**src/rtl/core/psfp_pkg.sv**
```systemverilog
// Shared constants and types for the particulate sensor frame parser.
// Used by psfp_parser, psfp_out_reg and particle_sensor_frame_parser_unit.
package psfp_pkg;

	localparam int FrameBytes = 32;
	localparam int SumBytes   = 30;
	localparam int ValueFirst = 4;
	localparam int ValueCount = 9;
	localparam int ValueW     = 16;
	localparam int PosW       = 6;
	localparam int IdxW       = $clog2(ValueCount);

	typedef logic [ValueCount-1:0][ValueW-1:0] values_t;

	typedef struct packed {
		logic    emit;
		values_t values;
		logic    ok;
	} result_t;

endpackage

```
**src/rtl/core/particle_sensor_frame_parser_unit.sv**
```systemverilog
// Particulate sensor frame parser: one frame byte per transaction in, one result per frame
// out after byte 31. A byte goes through an input register and the parser into the result
// register, which drives m_tvalid; one byte is taken every cycle unless the input stage
// stalls. The only stall is a finished result still waiting when the next byte 31 arrives.
// Depends on psfp_pkg, psfp_parser and psfp_out_reg.
module particle_sensor_frame_parser_unit (
	input  logic         clk,
	input  logic         arst_n,
	input  logic         s_tvalid,
	output logic         s_tready,
	input  logic [7:0]   s_tdata,   // [7:0] data_byte
	input  logic         s_tuser,   // [0] frame_start
	output logic         m_tvalid,
	input  logic         m_tready,
	// [15:0] pm1_mass, [31:16] pm25_mass, [47:32] pm10_mass, [63:48] count_over_0p3,
	// [79:64] count_over_0p5, [95:80] count_over_1p0, [111:96] count_over_2p5,
	// [127:112] count_over_5p0, [143:128] count_over_10
	output logic [143:0] m_tdata,
	output logic         m_tuser    // [0] checksum_ok
);

	logic                 valid_s1;
	logic [7:0]           byte_s1;
	logic                 start_s1;
	logic                 advance;
	logic                 out_free;
	psfp_pkg::result_t    result;

	// advance the held byte unless its result has nowhere to go
	assign advance  = valid_s1 && (!result.emit || out_free);
	assign s_tready = !valid_s1 || advance;

	always_ff @(posedge clk or negedge arst_n) begin
		if (!arst_n) begin
			valid_s1 <= 1'b0;
		end else if (s_tready) begin
			valid_s1 <= s_tvalid;
		end
	end

	always_ff @(posedge clk) begin
		if (s_tvalid && s_tready) begin
			byte_s1  <= s_tdata;
			start_s1 <= s_tuser;
		end
	end

	psfp_parser u_parser (
		.clk         (clk),
		.arst_n      (arst_n),
		.in_valid    (valid_s1),
		.data_byte   (byte_s1),
		.frame_start (start_s1),
		.advance     (advance),
		.result      (result)
	);

	psfp_out_reg u_out_reg (
		.clk      (clk),
		.arst_n   (arst_n),
		.load     (advance && result.emit),
		.result   (result),
		.free     (out_free),
		.m_tvalid (m_tvalid),
		.m_tready (m_tready),
		.m_tdata  (m_tdata),
		.m_tuser  (m_tuser)
	);

`ifndef ASSERT_OFF
	a_load_shows: assert property (@(posedge clk) disable iff (!arst_n)
		(advance && result.emit) |=> m_tvalid)
		else $error("loaded result not presented");

	a_stall_cause: assert property (@(posedge clk) disable iff (!arst_n)
		(valid_s1 && !advance) |-> (result.emit && m_tvalid && !m_tready))
		else $error("input stage stalled without a blocked result");

	a_ready_empty: assert property (@(posedge clk) disable iff (!arst_n)
		!valid_s1 |-> s_tready)
		else $error("input refused with empty input stage");
`endif

endmodule

```
**src/rtl/core/psfp_parser.sv**
```systemverilog
// Frame byte tracker: byte position, 16-bit running sum, value capture and checksum test.
// Depends on psfp_pkg.
module psfp_parser (
	input  logic                clk,
	input  logic                arst_n,
	input  logic                in_valid,
	input  logic [7:0]          data_byte,
	input  logic                frame_start,
	input  logic                advance,
	output psfp_pkg::result_t   result
);

	logic [psfp_pkg::PosW-1:0]   byte_pos_q;
	logic [15:0]                 sum_q;
	logic [7:0]                  hold_q;
	psfp_pkg::values_t           values_q;

	logic                        active;
	logic [psfp_pkg::PosW-1:0]   pos;
	logic [psfp_pkg::PosW-1:0]   rel;
	logic [psfp_pkg::IdxW-1:0]   idx;
	logic [15:0]                 sum_base;
	logic                        in_values;
	logic                        last_byte;

	always_comb begin
		active    = frame_start || (byte_pos_q < psfp_pkg::PosW'(psfp_pkg::FrameBytes));
		pos       = frame_start ? '0 : byte_pos_q;
		sum_base  = frame_start ? '0 : sum_q;
		rel       = pos - psfp_pkg::PosW'(psfp_pkg::ValueFirst);
		idx       = rel[psfp_pkg::IdxW:1];
		in_values = (pos >= psfp_pkg::PosW'(psfp_pkg::ValueFirst)) &&
			(pos < psfp_pkg::PosW'(psfp_pkg::ValueFirst + 2 * psfp_pkg::ValueCount));
		last_byte = (pos == psfp_pkg::PosW'(psfp_pkg::FrameBytes - 1));

		result.emit   = in_valid && active && last_byte;
		result.values = values_q;
		result.ok     = ({hold_q, data_byte} == sum_q);
	end

	always_ff @(posedge clk or negedge arst_n) begin
		if (!arst_n) begin
			byte_pos_q <= psfp_pkg::PosW'(psfp_pkg::FrameBytes);
			sum_q      <= '0;
			hold_q     <= '0;
			values_q   <= '0;
		end else if (advance && active) begin
			if (pos < psfp_pkg::PosW'(psfp_pkg::SumBytes)) begin
				sum_q <= sum_base + 16'(data_byte);
			end else begin
				sum_q <= sum_base;
			end
			// even offset holds the high byte, odd offset completes the value
			if (in_values) begin
				if (!rel[0]) begin
					hold_q <= data_byte;
				end else begin
					values_q[idx] <= {hold_q, data_byte};
				end
			end else if (pos == psfp_pkg::PosW'(psfp_pkg::SumBytes)) begin
				hold_q <= data_byte;
			end
			if (last_byte) begin
				byte_pos_q <= psfp_pkg::PosW'(psfp_pkg::FrameBytes);
			end else begin
				byte_pos_q <= pos + 1'b1;
			end
		end
	end

endmodule

```
**src/rtl/core/psfp_out_reg.sv**
```systemverilog
// Result register on the master side; holds one result until its transaction completes.
// Depends on psfp_pkg.
module psfp_out_reg (
	input  logic                clk,
	input  logic                arst_n,
	input  logic                load,
	input  psfp_pkg::result_t   result,
	output logic                free,
	output logic                m_tvalid,
	input  logic                m_tready,
	output logic [143:0]        m_tdata,
	output logic                m_tuser
);

	logic                 valid_q;
	psfp_pkg::values_t    values_q;
	logic                 ok_q;

	assign free     = !valid_q || m_tready;
	assign m_tvalid = valid_q;
	assign m_tdata  = values_q;
	assign m_tuser  = ok_q;

	always_ff @(posedge clk or negedge arst_n) begin
		if (!arst_n) begin
			valid_q <= 1'b0;
		end else if (load) begin
			valid_q <= 1'b1;
		end else if (m_tready) begin
			valid_q <= 1'b0;
		end
	end

	always_ff @(posedge clk) begin
		if (load) begin
			values_q <= result.values;
			ok_q     <= result.ok;
		end
	end

endmodule
```
**config.mk**
```make
export PLATFORM = sky130hd
export DESIGN_NAME = particle_sensor_frame_parser_unit
export DESIGN_NICKNAME = d
export VERILOG_FILES = /design/src/rtl/core/psfp_pkg.sv /design/src/rtl/core/particle_sensor_frame_parser_unit.sv /design/src/rtl/core/psfp_parser.sv /design/src/rtl/core/psfp_out_reg.sv
export SDC_FILE = /design/constraint.sdc
export NUM_CORES = 1
export LEC_CHECK = 0
export ABC_AREA = 1
export BUFFER_PORTS_ARGS = -buffer_cell sky130_fd_sc_hd__buf_2
export CORE_UTILIZATION = 51
export DETAILED_ROUTE_END_ITERATION = 10
export PLACE_DENSITY = 0.74
export SLEW_MARGIN = 20
export SYNTH_ARGS = -nofsm -noshare
export SYNTH_HDL_FRONTEND = slang
export SYNTH_HIERARCHICAL = 1
export SYNTH_SLANG_ARGS = --single-unit
```
**constraint.sdc**
```tcl
create_clock -name clk -period 4.58 [get_ports clk]
set_input_delay 0.916 -clock clk [delete_from_list [all_inputs] [get_ports clk]]
set_output_delay 0.916 -clock clk [all_outputs]
set_load 0.05 [all_outputs]
```
======== Yosys cells after proc, flatten, opt, wreduce, memory -nomap -nowiden ========
Index checks and enable logic that the tools add are counted.
word-level totals
  input port bits ......................... 13
  word-level logic and storage cells ...... 70
  bits in registers ....................... 330
cells by class
  reduce and logical (&&, ||, !) cells .... 19
  $add $sub $neg .......................... 3
  muxes and demuxes ....................... 12
  eq/ne operators ......................... 4
  magnitude comparators ................... 6
operators by type and width
  kind                                                        count
  bitwise mux 144 bit                                         1
  demux 16 bit (select 4 bit)                                 1
  two-way mux 16 bit                                          3
  two-way mux 8 bit                                           3
  adder 16 x 8 -> 16 bit                                      1
  equality test 16 bit                                        1
  equality test 6 x 5 -> 1 bit, second input constant         2
  less-than comparator 6 x 5 -> 1 bit, second input constant  2
  two-way mux 6 bit                                           2
  logical AND 1 bit                                           8
  adder 6 x 1 -> 6 bit, second input constant                 1
  >= comparator 6 x 3 -> 1 bit, second input constant         1
  less-than comparator 6 bit, second input constant           1
  AND reduction 3 bit                                         2
  less-than comparator 4 x 5 -> 1 bit, second input constant  1
  subtractor 5 x 3 -> 5 bit, second input constant            1
  >= comparator 4 x 1 -> 1 bit, second input constant         1
  logical OR 1 bit                                            4
  nonzero test 2 bit                                          2
  zero test 1 bit                                             3
  two-way mux 1 bit                                           2
  != test 2 bit, second input constant                        1

======== Logic depth before layout (Yosys ltp) ========
  depth in word-level cells ............... 9
  mapped depth ............................ 15

======== Cells and area by module ========
Netlist, hierarchy kept.
by module, submodules not included
  module                             area each (um2)  sequential area each (um2)  cells an instance  times used
  psfp_parser                        8511.9           4355.4                      1027               1
  psfp_out_reg                       4399.2           4379.2                      150                1
  particle_sensor_frame_parser_unit  340.3            295.3                       19                 1

======== Worst setup path before layout ========
Ideal clock, no wire load.
  path kind ............................... register -> register
  start ................................... register start_s1
  end ..................................... register u_out_reg.values_q (netlist bit u_out_reg/m_tdata[0]), enable pin
  setup time .............................. 499 ps
  data required time ...................... 4081 ps
  slack ................................... -67 ps
  buffers on the path ..................... 1
  data arrival time ....................... 4148 ps
  cell stages (with the launch flop) ...... 8
  period minus slack after synthesis ...... 4647 ps
  cells stage by stage .................... edfxtp_1 -> buf_6 -> nor2_4 -> ha_1 -> nand3_1 -> nor2_1 -> nand3_1 -> inv_1
RTL lines
  item                    RTL line                                 source
  from (decl)             particle_sensor_frame_parser_unit.sv:24  logic start_s1;
  from (signal assigned)  particle_sensor_frame_parser_unit.sv:44  start_s1 <= s_tuser;
  to (signal assigned)    psfp_out_reg.sv:36                       values_q <= result.values;
  to (decl)               psfp_out_reg.sv:16                       psfp_pkg::values_t values_q;

==> impl_metrics.json <==
{
  "ys_seq_elements": 330,
  "worstPathCellList": "nor2_1 -> ha_1 -> nand3_1 -> nor2_1 -> a21boi_0 -> nand2_2 -> nor2_8 -> nand3_2 -> nand2_1 -> nand2_1",
  "min_path_cells": 0,
  "cp-start-kind": "register",
  "synth_edf_count": 154,
  "final_cell_mix": "406 x nand2_1, 175 x dfrtp_1, 158 x buf_2, 154 x edfxtp_1, 149 x nand4_1",
  "die_h_um": 163,
  "pin_count": 160,
  "tightest_slew_ns": 0.920,
  "post_cts_buffers": 0,
  "drt_first_pass_iters": 5,
  "die-area_um2": 26600,
  "diodes": 0,
  "rsz0062_at_grt": "false",
  "numCtsBuffers": 34,
  "setup_viol": 0,
  "overflow": 0,
  "insertion_delay_ns": 0.52,
  "min_period_over_period": 0.774,
  "tns_ns": 0,
  "drive_gt1_frac": 0.191,
  "critPathKind": "register to register",
  "p_leak_uw": 0.00776,
  "cp_slowest_cell": "nor2_8",
  "min_period_ns": 3.54,
  "syn_area_per_cell_um2": 11.1,
  "fin_skew_ns": 0.0216,
  "vias": 9415,
  "fmax_mhz": 282,
  "cp_max_fo": 54,
  "viasPerCell": 5.58,
  "cts_sinks": 330,
  "hp-class": "register to register",
  "r2r_cells": 10,
  "run_status": "finished, final reports clean",
  "hpwl_um": 19700,
  "cp-end-kind": "register",
  "required_ns": 4.98,
  "drv_slew": 0,
  "ys_types": 35,
  "synth_area_leaders": "edfxtp_1 35%, dfrtp_1 33%, nand2_1 12%",
  "cts_resized": 0,
  "async_reset_ff_frac": 0.533,
  "wl_per_cell_um": 18.5,
  "antenna_left": 0,
  "maxCapViolCount": 0,
  "synthCells": 1196,
  "yosys_warnings": 6,
  "area_growth_pct": 16.1,
  "grt_use_total": 0.237,
  "antenna_found_initial": 0,
  "syn-num-nets": 1223,
  "drcViolationCount": 0,
  "synth.top_cell.area_share": 0.349,
  "gp_congestion": 0.901,
  "cts.reportedPaths.clkPinSlew_ns": 0.06,
  "grt_pass1_vias": 8856,
  "nFillCells": 2008,
  "cts_tree": "done",
  "die_w_um": 163,
  "yosysSeqAreaShare": 0.681,
  "syn_area_um2": 13300,
  "wirelength_um": 31200,
  "finalPower_uw": 6880,
  "grt_max_degree": 98,
  "start_util": 0.523,
  "drtIter0Drc": 818,
  "ctsHoldBuffers": 0,
  "critPathMaxStageDelay_ns": 0.68,
  "peakVddDrop_mv": 0.297,
  "final_common_cell": "nand2_1",
  "core_um2": 25300,
  "std_cell_rows": 58,
  "root_buffer": "clkbuf_16",
  "ys.flop_type": "dfrtp_1",
  "clk_path_buf_depth": 3,
  "maxSlewHeadroom": 0.387,
  "htreeDepth": 2,
  "cp.arrival_ns": 3.94,
  "port-buffer-count": 159,
  "p_per_area_nw_per_um2": 447,
  "final-hold-violation-count": 0,
  "nets": 1359,
  "synth_top_area_cell": "edfxtp_1",
  "grt_pass1_wl_um": 48200
}
==> area by class of cell <==
class	count	area [um^2]	area share
Timing Repair Buffer	173	932	0.0606
Clock inverter	12	153	0.00992
Clock buffer	50	993	0.0646
Sequential cell	330	9030	0.587
Tap cell	330	413	0.0268
Inverter	60	231	0.0150
Multi-Input combinational cell	733	3630	0.236
==> cells by family after synthesis <==
| family | share of synthesized area |
|---|---|
| flops | 0.681 |
| buf+inv | 0.0445 |
| compound gates | 0.0110 |
| simple gates | 0.237 |
| fa+ha+maj | 0.0138 |
| xor+xnor | 0.0126 |
==> critical path, delay by kind of cell (launching register included) <==
family,cells,cell delay [ns]
AND/OR/NAND/NOR,8,2.19
flip-flops,1,0.67
adder cells (fa/ha/maj),1,0.27
AO/OA/AOI/OAI,1,0.29
==> state kept, by name (all words and copies together), names as in the netlist <==
name,count
u_out_reg/m_tdata,144
u_parser/result,144
byte_s1,8
u_parser/hold_q,8
u_out_reg/m_tuser,1
valid_s1,1
u_out_reg/m_tvalid,1
u_parser/byte_pos_q,6
start_s1,1
u_parser/sum_q,16
==> synth_stat cells, types with 9 or more instances <==
| cell type | number |
|---|---|
| dfrtp_1 | 175 |
| a21oi_1 | 9 |
| nand4_1 | 149 |
| ha_1 | 13 |
| inv_1 | 56 |
| nand2_1 | 406 |
| xor2_1 | 12 |
| nand3_1 | 44 |
| clkbuf_1 | 16 |
| edfxtp_1 | 154 |
| buf_2 | 49 |
| o21ai_0 | 11 |
| nand3_2 | 12 |
| nor2_1 | 32 |
==> final timing paths <==
kind / startpoint / end / slack (ns)
worst max-delay path: start_s1$_DFFE_PP_ / u_parser/result[66]$_DFFE_PN0P_ / 1.04
worst min-delay path: u_parser/result[10]$_DFFE_PN0P_ / u_out_reg/m_tdata[9]$_DFFE_PP_ / 0.44
worst max register to register: start_s1$_DFFE_PP_ / u_parser/result[66]$_DFFE_PN0P_ / 1.04
worst min register to register: u_parser/result[10]$_DFFE_PN0P_ / u_out_reg/m_tdata[9]$_DFFE_PP_ / 0.44
max in group asynchronous: arst_n / u_parser/result[109]$_DFFE_PN0P_ / 3.08
min in group asynchronous: arst_n / u_parser/result[126]$_DFFE_PN0P_ / 0.50
==> layer usage <==
layer	up-vias	part of all wire	global-route usage
met3	53	0.080	0.0378
met5	-	0	0
met2	394	0.49	0.386
met1	4600	0.40	0.321
met4	0	0.028	0.0888
li1	4368	-	-
==> power by group <==
part	leakage (uW)	switching (uW)	internal (uW)	total (uW)
logic	0.00308	406	185	591
clock network	0.000558	1100	1680	2780
registers	0.00411	325	3180	3510
total	0.00776	1830	5050	6880
==> per-stage QoR <==
| stage | std cells | cell area (um^2) | setup WS (ns) | utilization | hold slack [ns] |
|---|---|---|---|---|---|
| finish | 1688 | 15400 | 1.04 | 0.607 | 0.439 |
| global placement | 1626 | 14200 | 1.24 | 0.562 | 0.431 |
| floorplan | 1196 | 13300 | 0.868 | - | 0.425 |
| global route | 1688 | 15400 | 0.627 | 0.607 | 0.450 |
| CTS | 1688 | 15400 | 1.09 | 0.607 | 0.443 |
| detailed placement | 1626 | 14200 | 1.10 | 0.562 | 0.431 |
(Power assumes the default switching activity.)
